===== config.mk =====
export PLATFORM = sky130hd
export DESIGN_NAME = link_sequence_loss_monitor_core
export DESIGN_NICKNAME = d
export VERILOG_FILES = /design/src/lslm_pkg.sv /design/src/lslm_stats.sv /design/src/link_sequence_loss_monitor_core.sv
export SDC_FILE = /design/constraint.sdc
export NUM_CORES = 1
export LEC_CHECK = 0
export ABC_AREA = 1
export BUFFER_PORTS_ARGS = -buffer_cell sky130_fd_sc_hd__buf_2
export CORE_ASPECT_RATIO = 1.1
export CORE_MARGIN = 2
export CORE_UTILIZATION = 48
export CTS_CLUSTER_SIZE = 12
export DETAILED_ROUTE_END_ITERATION = 8
export PLACE_DENSITY = 0.64
export SLEW_MARGIN = 20
export SYNTH_ARGS = -nofsm -noshare
export SYNTH_HDL_FRONTEND = slang
export SYNTH_SLANG_ARGS = --single-unit

===== constraint.sdc =====
create_clock -name clk -period 26.2 [get_ports clk]
set_input_delay 0 -clock clk [delete_from_list [all_inputs] [get_ports clk]]
set_output_delay 0 -clock clk [all_outputs]
set_load 0.02 [all_outputs]

===== src/lslm_pkg.sv =====
package lslm_pkg;

  localparam int SEQ_W        = 32;
  localparam int CNT_W        = 32;
  localparam int RSSI_W       = 8;
  localparam int RSSI_AVG_W   = 12;
  localparam int RSSI_SUM_W   = 16;
  localparam int RSSI_COUNT_W = 8;

  localparam int GAP_BINS     = 4;
  localparam int REPORT_BINS  = 4;
  localparam int AVG_WINDOW   = 30;
  localparam int RSSI_SCALE   = 10;

  // floor(x / AVG_WINDOW) as (x * DIV_MULT) >> DIV_SHIFT, exact for x below 2**AVG_PROD_W
  localparam int AVG_PROD_W   = RSSI_SUM_W + 4;
  localparam int WIN_LOG2     = $clog2(AVG_WINDOW);
  localparam int DIV_SHIFT    = AVG_PROD_W + WIN_LOG2;
  localparam int MULT_W       = AVG_PROD_W + 1;
  localparam int PROD_W       = AVG_PROD_W + MULT_W;
  localparam logic [MULT_W-1:0] DIV_MULT =
    MULT_W'(((longint'(1) << DIV_SHIFT) + longint'(AVG_WINDOW) - 1) / longint'(AVG_WINDOW));

  localparam int IN_DATA_W  = 72;
  localparam int OUT_DATA_W = 312;

  typedef struct packed {
    logic [SEQ_W-1:0]  seq_number;
    logic [SEQ_W-1:0]  check_word;
    logic [RSSI_W-1:0] rssi;
  } in_item_t;

  typedef struct packed {
    logic [SEQ_W-1:0]      expected_before;
    logic [RSSI_W-1:0]     rssi_echo;
    logic [CNT_W-1:0]      gap_bin_one;
    logic [CNT_W-1:0]      gap_bin_two;
    logic [CNT_W-1:0]      gap_bin_three;
    logic [CNT_W-1:0]      gap_bin_four;
    logic [CNT_W-1:0]      gap_bin_over;
    logic [CNT_W-1:0]      missed_total;
    logic [SEQ_W-1:0]      since_last;
    logic [CNT_W-1:0]      check_errors;
    logic [RSSI_AVG_W-1:0] rssi_average;
  } result_t;

endpackage


===== src/lslm_stats.sv =====
module lslm_stats (
  input  logic              clk,
  input  logic              rst,
  input  logic              adv,
  input  lslm_pkg::in_item_t item,
  output lslm_pkg::result_t  result
);
  import lslm_pkg::*;

  logic [SEQ_W-1:0]        expected_seq;
  logic [SEQ_W-1:0]        previous_expected;
  logic [CNT_W-1:0]        gap_histogram [GAP_BINS+1];
  logic [CNT_W-1:0]        missed_sum;
  logic [CNT_W-1:0]        check_fail_count;
  logic [RSSI_SUM_W-1:0]   rssi_sum;
  logic [RSSI_COUNT_W-1:0] rssi_count;
  logic [RSSI_AVG_W-1:0]   rssi_avg_reg;

  logic [SEQ_W-1:0]        held_seq;
  logic                    ahead;
  logic [SEQ_W-1:0]        gap;
  logic [SEQ_W-1:0]        gap_m1;
  logic                    in_bins;
  logic [CNT_W-1:0]        hist_next [GAP_BINS+1];
  logic [CNT_W-1:0]        shown_bins [REPORT_BINS];
  logic [CNT_W-1:0]        missed_sum_next;
  logic [CNT_W-1:0]        check_fail_count_next;
  logic [RSSI_SUM_W-1:0]   sum_add;
  logic [RSSI_COUNT_W-1:0] count_add;
  logic                    window_done;
  logic [AVG_PROD_W-1:0]   scaled;
  logic [PROD_W-1:0]       prod;
  logic [RSSI_SUM_W-1:0]   rssi_sum_next;
  logic [RSSI_COUNT_W-1:0] rssi_count_next;
  logic [RSSI_AVG_W-1:0]   rssi_avg_reg_next;

  assign held_seq = expected_seq;
  assign ahead    = item.seq_number > held_seq;
  assign gap      = item.seq_number - held_seq;
  assign gap_m1   = gap - SEQ_W'(1);
  assign in_bins  = gap_m1 < SEQ_W'(GAP_BINS);

  always_comb begin
    for (int i = 0; i < GAP_BINS; i++) begin
      hist_next[i] = gap_histogram[i] +
                     CNT_W'(ahead && in_bins && (gap_m1 == SEQ_W'(i)));
    end
    hist_next[GAP_BINS] = gap_histogram[GAP_BINS] + CNT_W'(ahead && !in_bins);
  end

  for (genvar j = 0; j < REPORT_BINS; j++) begin : g_show
    if (j < GAP_BINS) begin : g_real
      assign shown_bins[j] = hist_next[j];
    end else begin : g_none
      assign shown_bins[j] = '0;
    end
  end

  assign missed_sum_next       = ahead ? missed_sum + gap : missed_sum;
  assign check_fail_count_next = check_fail_count +
                                 CNT_W'(item.seq_number != ~item.check_word);

  // rssi window average, times ten, divided by reciprocal multiply
  assign sum_add     = rssi_sum + RSSI_SUM_W'(item.rssi);
  assign count_add   = rssi_count + RSSI_COUNT_W'(1);
  assign window_done = count_add >= RSSI_COUNT_W'(AVG_WINDOW);
  assign scaled      = (AVG_PROD_W'(sum_add) << 3) + (AVG_PROD_W'(sum_add) << 1);
  assign prod        = PROD_W'(scaled) * PROD_W'(DIV_MULT);

  assign rssi_sum_next     = window_done ? '0 : sum_add;
  assign rssi_count_next   = window_done ? '0 : count_add;
  assign rssi_avg_reg_next = window_done ? prod[DIV_SHIFT +: RSSI_AVG_W] : rssi_avg_reg;

  always_comb begin
    result.expected_before = held_seq;
    result.rssi_echo       = item.rssi;
    result.gap_bin_one     = shown_bins[0];
    result.gap_bin_two     = shown_bins[1];
    result.gap_bin_three   = shown_bins[2];
    result.gap_bin_four    = shown_bins[3];
    result.gap_bin_over    = hist_next[GAP_BINS];
    result.missed_total    = missed_sum_next;
    result.since_last      = held_seq - previous_expected;
    result.check_errors    = check_fail_count_next;
    result.rssi_average    = rssi_avg_reg_next;
  end

  always_ff @(posedge clk) begin
    if (rst) begin
      expected_seq      <= '0;
      previous_expected <= '0;
      for (int i = 0; i <= GAP_BINS; i++) begin
        gap_histogram[i] <= '0;
      end
      missed_sum        <= '0;
      check_fail_count  <= '0;
      rssi_sum          <= '0;
      rssi_count        <= '0;
      rssi_avg_reg      <= '0;
    end else if (adv) begin
      expected_seq      <= item.seq_number + SEQ_W'(1);
      previous_expected <= held_seq;
      for (int i = 0; i <= GAP_BINS; i++) begin
        gap_histogram[i] <= hist_next[i];
      end
      missed_sum        <= missed_sum_next;
      check_fail_count  <= check_fail_count_next;
      rssi_sum          <= rssi_sum_next;
      rssi_count        <= rssi_count_next;
      rssi_avg_reg      <= rssi_avg_reg_next;
    end
  end

`ifndef SYNTHESIS
  a_count_in_window: assert property (@(posedge clk) disable iff (rst)
    rssi_count < RSSI_COUNT_W'(AVG_WINDOW))
    else $error("rssi window count out of range");

  a_resync: assert property (@(posedge clk) disable iff (rst)
    adv |=> expected_seq == $past(item.seq_number) + SEQ_W'(1))
    else $error("expected sequence not resynced");

  a_idle_hold: assert property (@(posedge clk) disable iff (rst)
    !adv |=> $stable(check_fail_count) && $stable(missed_sum) && $stable(expected_seq))
    else $error("statistics changed without an item");
`endif

endmodule


===== src/link_sequence_loss_monitor_core.sv =====
// Link sequence loss monitor. Each input item is one received packet (sequence
// number, check word, signal strength); each yields exactly one result item with
// the expected number held before it, gap histogram, missed total, check error
// count and the last ten-times window average of signal strength. One item a
// cycle is sustained while the output is not back-pressured: an input register
// feeds the single-pass statistics update, whose outcome lands in an output
// register; the input side keeps accepting while a result waits, stalling only
// when both the input and output registers are full.
module link_sequence_loss_monitor_core (
  input  logic        clk,
  input  logic        rst,
  input  logic        s_tvalid,
  output logic        s_tready,
  // seq_number [31:0], check_word [63:32], rssi [71:64]
  input  logic [71:0] s_tdata,
  output logic        m_tvalid,
  input  logic        m_tready,
  // expected_before [31:0], rssi_echo [39:32], gap_bin_one [71:40],
  // gap_bin_two [103:72], gap_bin_three [135:104], gap_bin_four [167:136],
  // gap_bin_over [199:168], missed_total [231:200], since_last [263:232],
  // check_errors [295:264], rssi_average [307:296], zero [311:308]
  output logic [311:0] m_tdata
);
  import lslm_pkg::*;

  logic     in_valid;
  in_item_t in_item;
  logic     adv;
  result_t  stage_result;
  result_t  out_result;

  assign adv      = in_valid && (!m_tvalid || m_tready);
  assign s_tready = !in_valid || adv;

  always_ff @(posedge clk) begin
    if (rst) begin
      in_valid <= 1'b0;
    end else if (s_tready) begin
      in_valid <= s_tvalid;
    end
  end

  always_ff @(posedge clk) begin
    if (s_tready && s_tvalid) begin
      in_item.seq_number <= s_tdata[31:0];
      in_item.check_word <= s_tdata[63:32];
      in_item.rssi       <= s_tdata[71:64];
    end
  end

  lslm_stats u_stats (
    .clk    (clk),
    .rst    (rst),
    .adv    (adv),
    .item   (in_item),
    .result (stage_result)
  );

  always_ff @(posedge clk) begin
    if (rst) begin
      m_tvalid <= 1'b0;
    end else if (!m_tvalid || m_tready) begin
      m_tvalid <= in_valid;
    end
  end

  always_ff @(posedge clk) begin
    if (adv) begin
      out_result <= stage_result;
    end
  end

  assign m_tdata = {4'b0000,
                    out_result.rssi_average,
                    out_result.check_errors,
                    out_result.since_last,
                    out_result.missed_total,
                    out_result.gap_bin_over,
                    out_result.gap_bin_four,
                    out_result.gap_bin_three,
                    out_result.gap_bin_two,
                    out_result.gap_bin_one,
                    out_result.rssi_echo,
                    out_result.expected_before};

endmodule

Word level (Yosys, flattened, before mapping)
Memories as Yosys holds them, arrays and structs flattened.
Cells that the tools add are included.
Widths: inputs -> output; s select.
Storage, ports and cells
  flip-flop bits (word level): 546
  memory bits (writable): 160
  input port bits: 76
  output and inout bits: 314
  word-level logic and storage cells: 80
  memories: 1
Operators by class
  add/subtract/negate cells: 14
  multiply operators: 1
  order comparisons: 3
  equal/unequal tests: 4
  multiplexer cells: 14
  bitwise logic cells: 6
  reduce and logical (&&, ||, !) cells: 14
Memory list
  u_stats.gap_histogram: words 5, width 32, rd ports 5, clocked after memory_dff 0, wr ports 5, RTL line lslm_stats.sv:12  | logic [CNT_W-1:0] gap_histogram [GAP_BINS+1];
Operator list (count)
  $add 32x1->32: 6
  $mux 32: 6
  $eq 32x2->1 const B: 2
  $sub 32x32->32: 2
  $mul 20x20->36 const B: 1
  $add 32x1->32 const B: 1
  $add 32x32->32: 1
  $eq 32x1->1 const B: 1
  $gt 32x32->1: 1
  $logic_not 32->1: 1
  $lt 32x3->1 const B: 1
  $ne 32x32->1: 1
  $not 32->32: 1
  $sub 32x1->32 const B: 1
  $add 19x17->20: 1
  $add 16x8->16: 1
  $mux 16: 1
  $mux 12: 1
  $add 8x1->8 const B: 1
  $ge 8x5->1 const B: 1
  $logic_and 1x1->1: 8
  $mux 8: 1
  $mux 1: 5
  $or 1x1->1: 5
  2 further kinds: 5

Longest topological paths before layout
Gate-level depths: netlist (run 1).
  depth after elaboration: 7
  mapped depth: 48
  depth with buffers taken out: 48

Modules after synthesis
From an unflattened synthesis (run 1), not the netlist that was laid out.
Second synthesis, totals
  cells, all modules: 4311
  area total of the unflattened synthesis: 39505.4 um2
By module, submodules not included
  lslm_stats: instances 1, cells each 3914, area each 27969.3 um2, seq. area each 8087.8 um2
  link_sequence_loss_monitor_core: instances 1, cells each 397, area each 11536.1 um2, seq. area each 11451.0 um2

Least setup slack after synthesis (run 1)
Ideal clock, no wire load.
  path kind: reg-to-reg
  start: register m_tvalid
  end: memory u_stats.gap_histogram[0][0] (enable)
  library setup time: 0.587 ns
  arrival: 12.317 ns
  required time: 25.613 ns
  path slack: 13.296 ns
  stages on the path, launching flop included: 8
  buffers on the path: 2
  period minus slack after synthesis: 12.904 ns
  cells stage by stage: dfxtp_1 nand2_1 nand2_1 inv_1 nor2_1 clkinv_1 clkbuf_1 clkbuf_1
RTL lines
  start: declaration: RTL line link_sequence_loss_monitor_core.sv:16  | output logic m_tvalid,
  start signal: assignment: RTL line link_sequence_loss_monitor_core.sv:63  | m_tvalid <= in_valid;
  end: declaration: RTL line lslm_stats.sv:12

==> results of run 1 <==
-- critical path: cells and delay by family (launching register included) --
kind / cells / cell delay [ns]
AND/OR/NAND/NOR: 18 / 1.77
buffers and inverters: 3 / 0.32
XOR/XNOR: 1 / 0.50
adder cells (fa/ha/maj): 9 / 3.11
flip-flops: 1 / 0.39
AO/OA/AOI/OAI: 6 / 1.29
-- cells in the final DEF, fill, tap and decap left out, types with 92 or more instances in the layout --
cell type,Yosys,layout
sky130_fd_sc_hd__o21ai_0,172,172
sky130_fd_sc_hd__nand2_1,961,961
sky130_fd_sc_hd__nand3_1,167,167
sky130_fd_sc_hd__edfxtp_1,540,540
sky130_fd_sc_hd__inv_1,778,776
sky130_fd_sc_hd__xor2_1,170,170
sky130_fd_sc_hd__nand4_1,92,92
sky130_fd_sc_hd__nor3_1,142,142
sky130_fd_sc_hd__buf_2,0,385
sky130_fd_sc_hd__ha_1,245,245
sky130_fd_sc_hd__nor2_1,422,420
sky130_fd_sc_hd__dfxtp_1,166,166
sky130_fd_sc_hd__a21oi_1,186,186
-- synth_stat cells (all sizes together) (5+ instances only) --
library cell | number | area (sq um)
fa | 30 | 601
nand2 | 974 | 3690
and2 | 5 | 31.3
nor2 | 456 | 1830
or2 | 29 | 181
nor4 | 34 | 219
o21ai | 179 | 896
dfxtp | 166 | 3320
o21bai | 5 | 37.5
nor3 | 150 | 797
ha | 245 | 3070
buf | 16 | 82.6
o22ai | 63 | 394
a31oi | 14 | 87.6
edfxtp | 540 | 16200
a22o | 27 | 236
a221oi | 7 | 61.3
a21oi | 186 | 931
o31ai | 5 | 37.5
xnor2 | 44 | 393
inv | 786 | 2950
clkbuf | 47 | 186
nand3 | 175 | 916
o21a | 7 | 52.6
a21o | 14 | 106
nor3b | 6 | 56.3
nand3b | 12 | 90.1
nand4 | 92 | 576
o211ai | 7 | 52.6
a211oi | 6 | 45.0
xor2 | 171 | 1510
-- cells by family (layout without fill, tap and decap cells) --
group           count (synthesis)  after routing  synth area share, %
simple gates                 1943           1943                 21.2
buf+inv                       852           1403                 8.11
flops                         706            706                 49.0
compound gates                535            535                 7.69
fa+ha+maj                     275            275                 9.20
xor+xnor                      215            215                 4.76
other cells                     1              4              0.00941
-- per-layer routing --
layer,vias up,global-route usage (%),wire length (um)
met2,669,41.8,50600
met1,14632,30.5,45100
met4,0,4.66,1490
li1,16005,-,-
met5,-,0,0
met3,113,3.25,4450
-- worst max-delay path by stage --
stage                           from                          end  slack [ns]  cells after the start
after detailed placement  in_item[0]                 m_tdata[307]       18.52                     35
final                     in_item[0]                 m_tdata[307]       18.56                     37
after global placement    in_item[0]                 m_tdata[307]       18.66                     35
after CTS                 in_item[0]                 m_tdata[307]       18.49                     35
after floorplan             m_tvalid  u_stats.gap_histogram[0][0]       13.30                      7
after global routing      in_item[0]                 m_tdata[307]       17.79                     37
-- repair_timing --
item | 4_1_cts | 5_1_grt
hold buffers | 76 | 0
hold endpoints to repair | 96 | 0
buffers inserted | 0 | 0
-- cell type report --
cell class | instances | share of cell area, %
clock buffers | 111 | 4.87
inverters | 789 | 6.45
flip-flops and latches | 706 | 42.2
well taps | 1064 | 2.88
multi-input cells | 2972 | 37.0
clock inverters | 31 | 0.630
repair buffers | 472 | 5.99
-- where the power goes --
part           total (mW)  leakage, nW  internal [mW]  switching [mW]
Sequential           1.33         6.69           1.29          0.0394
Combinational        1.57         12.8          0.565            1.00
Clock                1.09         1.24          0.648           0.441
-- through the flow --
stage | worst slack [ns] | instances | area (sq um) | util [%]
finish | 18.56 | 6145 | 46300 | 56.4
detailed placement | 18.52 | 5927 | 43000 | 52.4
global placement | 18.66 | 5927 | 43000 | 52.4
CTS | 18.49 | 6145 | 46300 | 56.4
global route | 17.79 | 6145 | 46300 | 56.4
floorplan | 13.30 | 4530 | 39900 | -
==> metrics.txt, run 1 <==
post-DR wirelength/cell=about 17 um; TritonRoute pass-1 iters=6; pwr/cell area=around 86 mW/mm^2; Row Count=between 100 and 150; Required @ worst endpoint=26.55 ns; CTS resizes=0; CORE AREA=just over 0.08 sq mm; Max stage delay on crit path=approximately 0.52 ns; syn avg cell area=8.80 sq um; register-to-register setup slack=between 15 and 20 ns; worst flop-to-flop path startpoint=in_item[0]; Max Root-Sink Buffers=3; Worst Path Arrival=8.00 ns; gp weighted congestion=between 0.9 and 1; EDFF count, synth=540; max-slew violation count=0; dominant register cell in the synthesized netlist=sky130_fd_sc_hd__edfxtp_1; synthesized instance count=approximately 4500; post-route minimum period=7.64 ns; vias after detailed routing=between 30000 and 40000; Iter 0 DRT Violations=1995; Critical Path Source Type=flip-flop; maximum fanout count along the critical path=5; result of the run=complete, no violations; cell area after synthesis=around 0.04 sq mm; CTS clk-pin slew, worst paths=approximately 0.060 ns; number of global-route vias before repair=just over 30000; Max Clock Freq=0.131 GHz; endpoints failing setup=0; total negative setup slack=0 ns; path depth of the worst reg2reg path=37; overflow left after global routing=0; Period Utilization, post-route=between 20% and 30%; end of the worst register-to-register path=m_tdata[307]; clock tree from TritonCTS=built; maximum number of pins on one net before global-route repair=130; DIE WIDTH=roughly 280 um; vias per std cell=5.11; # nets final=5371; overall routing resource usage=23.5%; total of max-cap violations=0; Worst Hold Depth=2; hold slack final=~0.093 ns; die span in y=a little over 300 um; Ant. Diodes=0; share of final-layout standard cells stronger than drive strength 1=12.0%; share of synthesized flip-flops with an asynchronous set or reset=0%; setup repair after global routing missed its margin=false; Worst Setup End Kind=flip-flop; Worst Setup Path Type=flip-flop to flip-flop; Critical Path Slowest Stage Cell=sky130_fd_sc_hd__fa_1; VDD IR-drop max=approximately 210 uV; Die ar.=0.0854 sq mm; slew of the pin with the lowest slew margin=about 1.0 ns; critical hold path startpoint=s_tdata[63]; area growth from synthesis to layout=16.1%; max-slew headroom at the worst pin=31.3%; terminating pin of the worst hold path=in_item[39]; top-level port count=just under 400; total area of multi-input combinational cells=around 0.017 sq mm; antenna violations before repair=0; Antenna Violating Nets Remaining=0; skew final=roughly 0.022 ns; wire length of the first global-routing pass=~160 mm; Largest register FFs=308; number of synthesis warnings=0; register area share after synthesis=roughly 50%; number of filler instances in the final layout=between 7000 and 8000; Power Total=3.98 mW; most repeated library cell on the critical path=sky130_fd_sc_hd__nand2_1; HPWL after detailed placement=between 70 and 80 mm; hold crit path type=input port to flip-flop; Port Buffer Count=385; footprint of the flip-flops and latches=~0.020 sq mm; number of buffers created by CTS=between 70 and 80; cell chosen for the clock root=sky130_fd_sc_hd__clkbuf_16; insertion delay to the later sink of the worst-skew pair=between 0.6 and 0.7 ns; starting utilization of the core area=between 40% and 50%; number of sinks handled by clock tree synthesis=706; number of H-tree levels=3; synthesized flop and latch total=~700; distinct cell type count after synthesis=61; Detailed Route WL=a little over 100 mm; final hold viol count=0; Leak=20.7 nW; number of DRC violations after detailed routing=0
Note: power is estimated with default switching activity, not from simulation.
==> run 2, diff against run 1 <==
==> constraint.sdc (replaced) <==
create_clock -name clk -period 7.4 [get_ports clk]
set_input_delay 0 -clock clk [delete_from_list [all_inputs] [get_ports clk]]
set_output_delay 0 -clock clk [all_outputs]
set_load 0.02 [all_outputs]
==> metrics.txt, run 2 (synthesis results as in run 1) <==
antenna violations before repair=2 (+2); pwr/cell area=314 mW/mm^2 (+260%); Worst Setup Path Type=flip-flop to flip-flop; die span in y=306 um (unchanged); critical hold path startpoint=s_tdata[39]; register-to-register setup slack=0.42 ns (-18.14 ns); number of H-tree levels=3 (unchanged); slew of the pin with the lowest slew margin=1.01 ns (-0.0173 ns); HPWL after detailed placement=77.4 mm (+1.4%); area growth from synthesis to layout=17.6%; number of DRC violations after detailed routing=0 (unchanged); number of filler instances in the final layout=7405 (-1.7%); Critical Path Source Type=flip-flop; DIE WIDTH=279 um (unchanged); maximum number of pins on one net before global-route repair=144 (+11%); vias per std cell=5.13 (+0.37%); post-DR wirelength/cell=16.6 um (+0.65%); Period Utilization, post-route=94.4% (+65 points); number of global-route vias before repair=30202 (+0.14%); Leak=20.9 nW (+0.93%); end of the worst register-to-register path=m_tdata[306]; fin area=0.0469 sq mm (+1.3%); Detailed Route WL=103 mm (+1.2%); CORE AREA=0.0820 sq mm (unchanged); Iter 0 DRT Violations=2252 (+13%); overall routing resource usage=23.5% (+0.040 points); number of buffers created by CTS=78 (-1.3%); commonest non-fill, non-tap cell in the layout=sky130_fd_sc_hd__nand2_1; total of max-cap violations=0 (unchanged); Max stage delay on crit path=0.51 ns (about the same); endpoints failing setup=0 (unchanged); Port Buffer Count=385 (unchanged); final hold viol count=0 (unchanged); Largest register FFs=308 (unchanged); Worst Hold Depth=2 (unchanged); max-slew headroom at the worst pin=32.4% (+1.2 points); Post-DP Area=0.0431 sq mm (+0.39%); total negative setup slack=0 ns (unchanged); overflow left after global routing=0 (unchanged); Max Clock Freq=0.143 GHz (+9.5%); top-level port count=390 (unchanged); final setup slack of the worst path=0.418 ns (-18.14 ns); result of the run=complete, no violations; TritonRoute pass-1 iters=7 (+1); Power Total=14.7 mW (+270%); final core area utilization=57.1% (+0.71 points); Worst Path Arrival=7.36 ns (-0.64 ns); vias after detailed routing=31694 (+0.88%); Max Root-Sink Buffers=3 (unchanged); starting utilization of the core area=48.6% (unchanged); path depth of the worst reg2reg path=32 (-14%); Die ar.=0.0854 sq mm (unchanged); Required @ worst endpoint=7.78 ns (-18.77 ns); terminating pin of the worst hold path=in_item[15]; maximum fanout count along the critical path=5 (unchanged); clock tree from TritonCTS=built; VDD IR-drop max=673 uV (+230%); Worst Setup End Kind=flip-flop; hold crit path type=input port to flip-flop; cell chosen for the clock root=sky130_fd_sc_hd__clkbuf_16; insertion delay to the later sink of the worst-skew pair=0.63 ns (about the same); commonest cells after routing, fill and taps aside=sky130_fd_sc_hd__nand2_1 (955), sky130_fd_sc_hd__inv_1 (773), sky130_fd_sc_hd__edfxtp_1 (540); skew final=0.0304 ns (+0.00786 ns); post-route minimum period=6.98 ns (-0.662 ns); CTS clk-pin slew, worst paths=0.06 ns (about the same); Row Count=110 (unchanged); share of final-layout standard cells stronger than drive strength 1=13.7% (+1.7 points); wire length of the first global-routing pass=160 mm (-0.29%); worst flop-to-flop path startpoint=in_item[0]; Critical Path Slowest Stage Cell=sky130_fd_sc_hd__fa_1; number of sinks handled by clock tree synthesis=706 (unchanged); most repeated library cell on the critical path=sky130_fd_sc_hd__ha_1; max-slew violation count=0 (unchanged); # nets final=5399 (+0.52%); post-placement worst setup slack=0.0394 ns (-18.48 ns); Antenna Violating Nets Remaining=0 (unchanged); gp weighted congestion=0.950 (+0.43%)
run 2: cell count changes in the layout (fill, tap and decap cells not counted), sizes merged:
| cell | before | now |
|---|---|---|
| inv | 790 | 789 |
| diode | 0 | 1 |
| dlygate4sd3 | 76 | 75 |
| clkbuf | 111 | 113 |
| buf | 396 | 426 |
run 2: cell type report:
class | instances | area, sq um | area share (%)
antenna | 1 | 2.50 | 0.00534
inverter | 789 | 2980 | 6.36
clock inverter | 30 | 294 | 0.627
sequential | 706 | 19500 | 41.7
tap | 1064 | 1330 | 2.84
clock buffer | 113 | 2260 | 4.82
multi-input combinational | 2972 | 17500 | 37.3
timing repair buffer | 501 | 3000 | 6.40
run 2: critical path, delay by kind of cell, from the launching register on:
family                   cells  cell delay [ns]
buffers and inverters        4             0.32
AND/OR/NAND/NOR             10             1.10
adder cells (fa/ha/maj)     11             3.73
AO/OA/AOI/OAI                3             0.37
flip-flops                   1             0.39
XOR/XNOR                     4             0.81
run 2: where the power goes:
group / total, mW / leakage (nW) / switching, mW / internal (mW)
registers: 4.70 / 6.69 / 0.142 / 4.56
clock network: 3.87 / 1.26 / 1.57 / 2.30
logic: 6.13 / 13.0 / 3.87 / 2.25
total: 14.7 / 20.9 / 5.59 / 9.11
run 2: what timing repair did:
item,in CTS,in global routing
setup endpoints to repair,0,23
gates resized for setup,0,68
buffers inserted,0,9
hold endpoints to repair,84,0
hold buffers,75,0
run 2: worst max path at each step:
| stage | cells after the start | to | slack, ns | start |
|---|---|---|---|---|
| floorplan | 7 | u_stats.gap_histogram[0][0] | 0.01 | m_tvalid |
| global placement | 36 | m_tdata[307] | 0.17 | in_item[0] |
| detailed placement | 36 | m_tdata[307] | 0.04 | in_item[0] |
| CTS | 36 | m_tdata[307] | 0.002 | in_item[0] |
| global route | 38 | m_tdata[307] | -0.04 | in_item[2] |
| finish | 32 | m_tdata[306] | 0.42 | in_item[0] |
run 2: per-layer routing:
layer  up-vias  share of wire (%)  global-route usage, %
met3       147                5.3                   3.74
met2       766                 49                   40.4
met1     14728                 44                   30.7
li1      16053                  -                      -
met5         -                  0                      0
met4         0                2.4                   6.73
run 2: per-stage QoR:
stage,hold slack [ns],cells
after floorplan,0.0691,4530
after CTS,0.0516,6166
after global routing,0.0719,6176
after detailed placement,0.178,5948
after global placement,0.177,5948
final,0.0809,6176
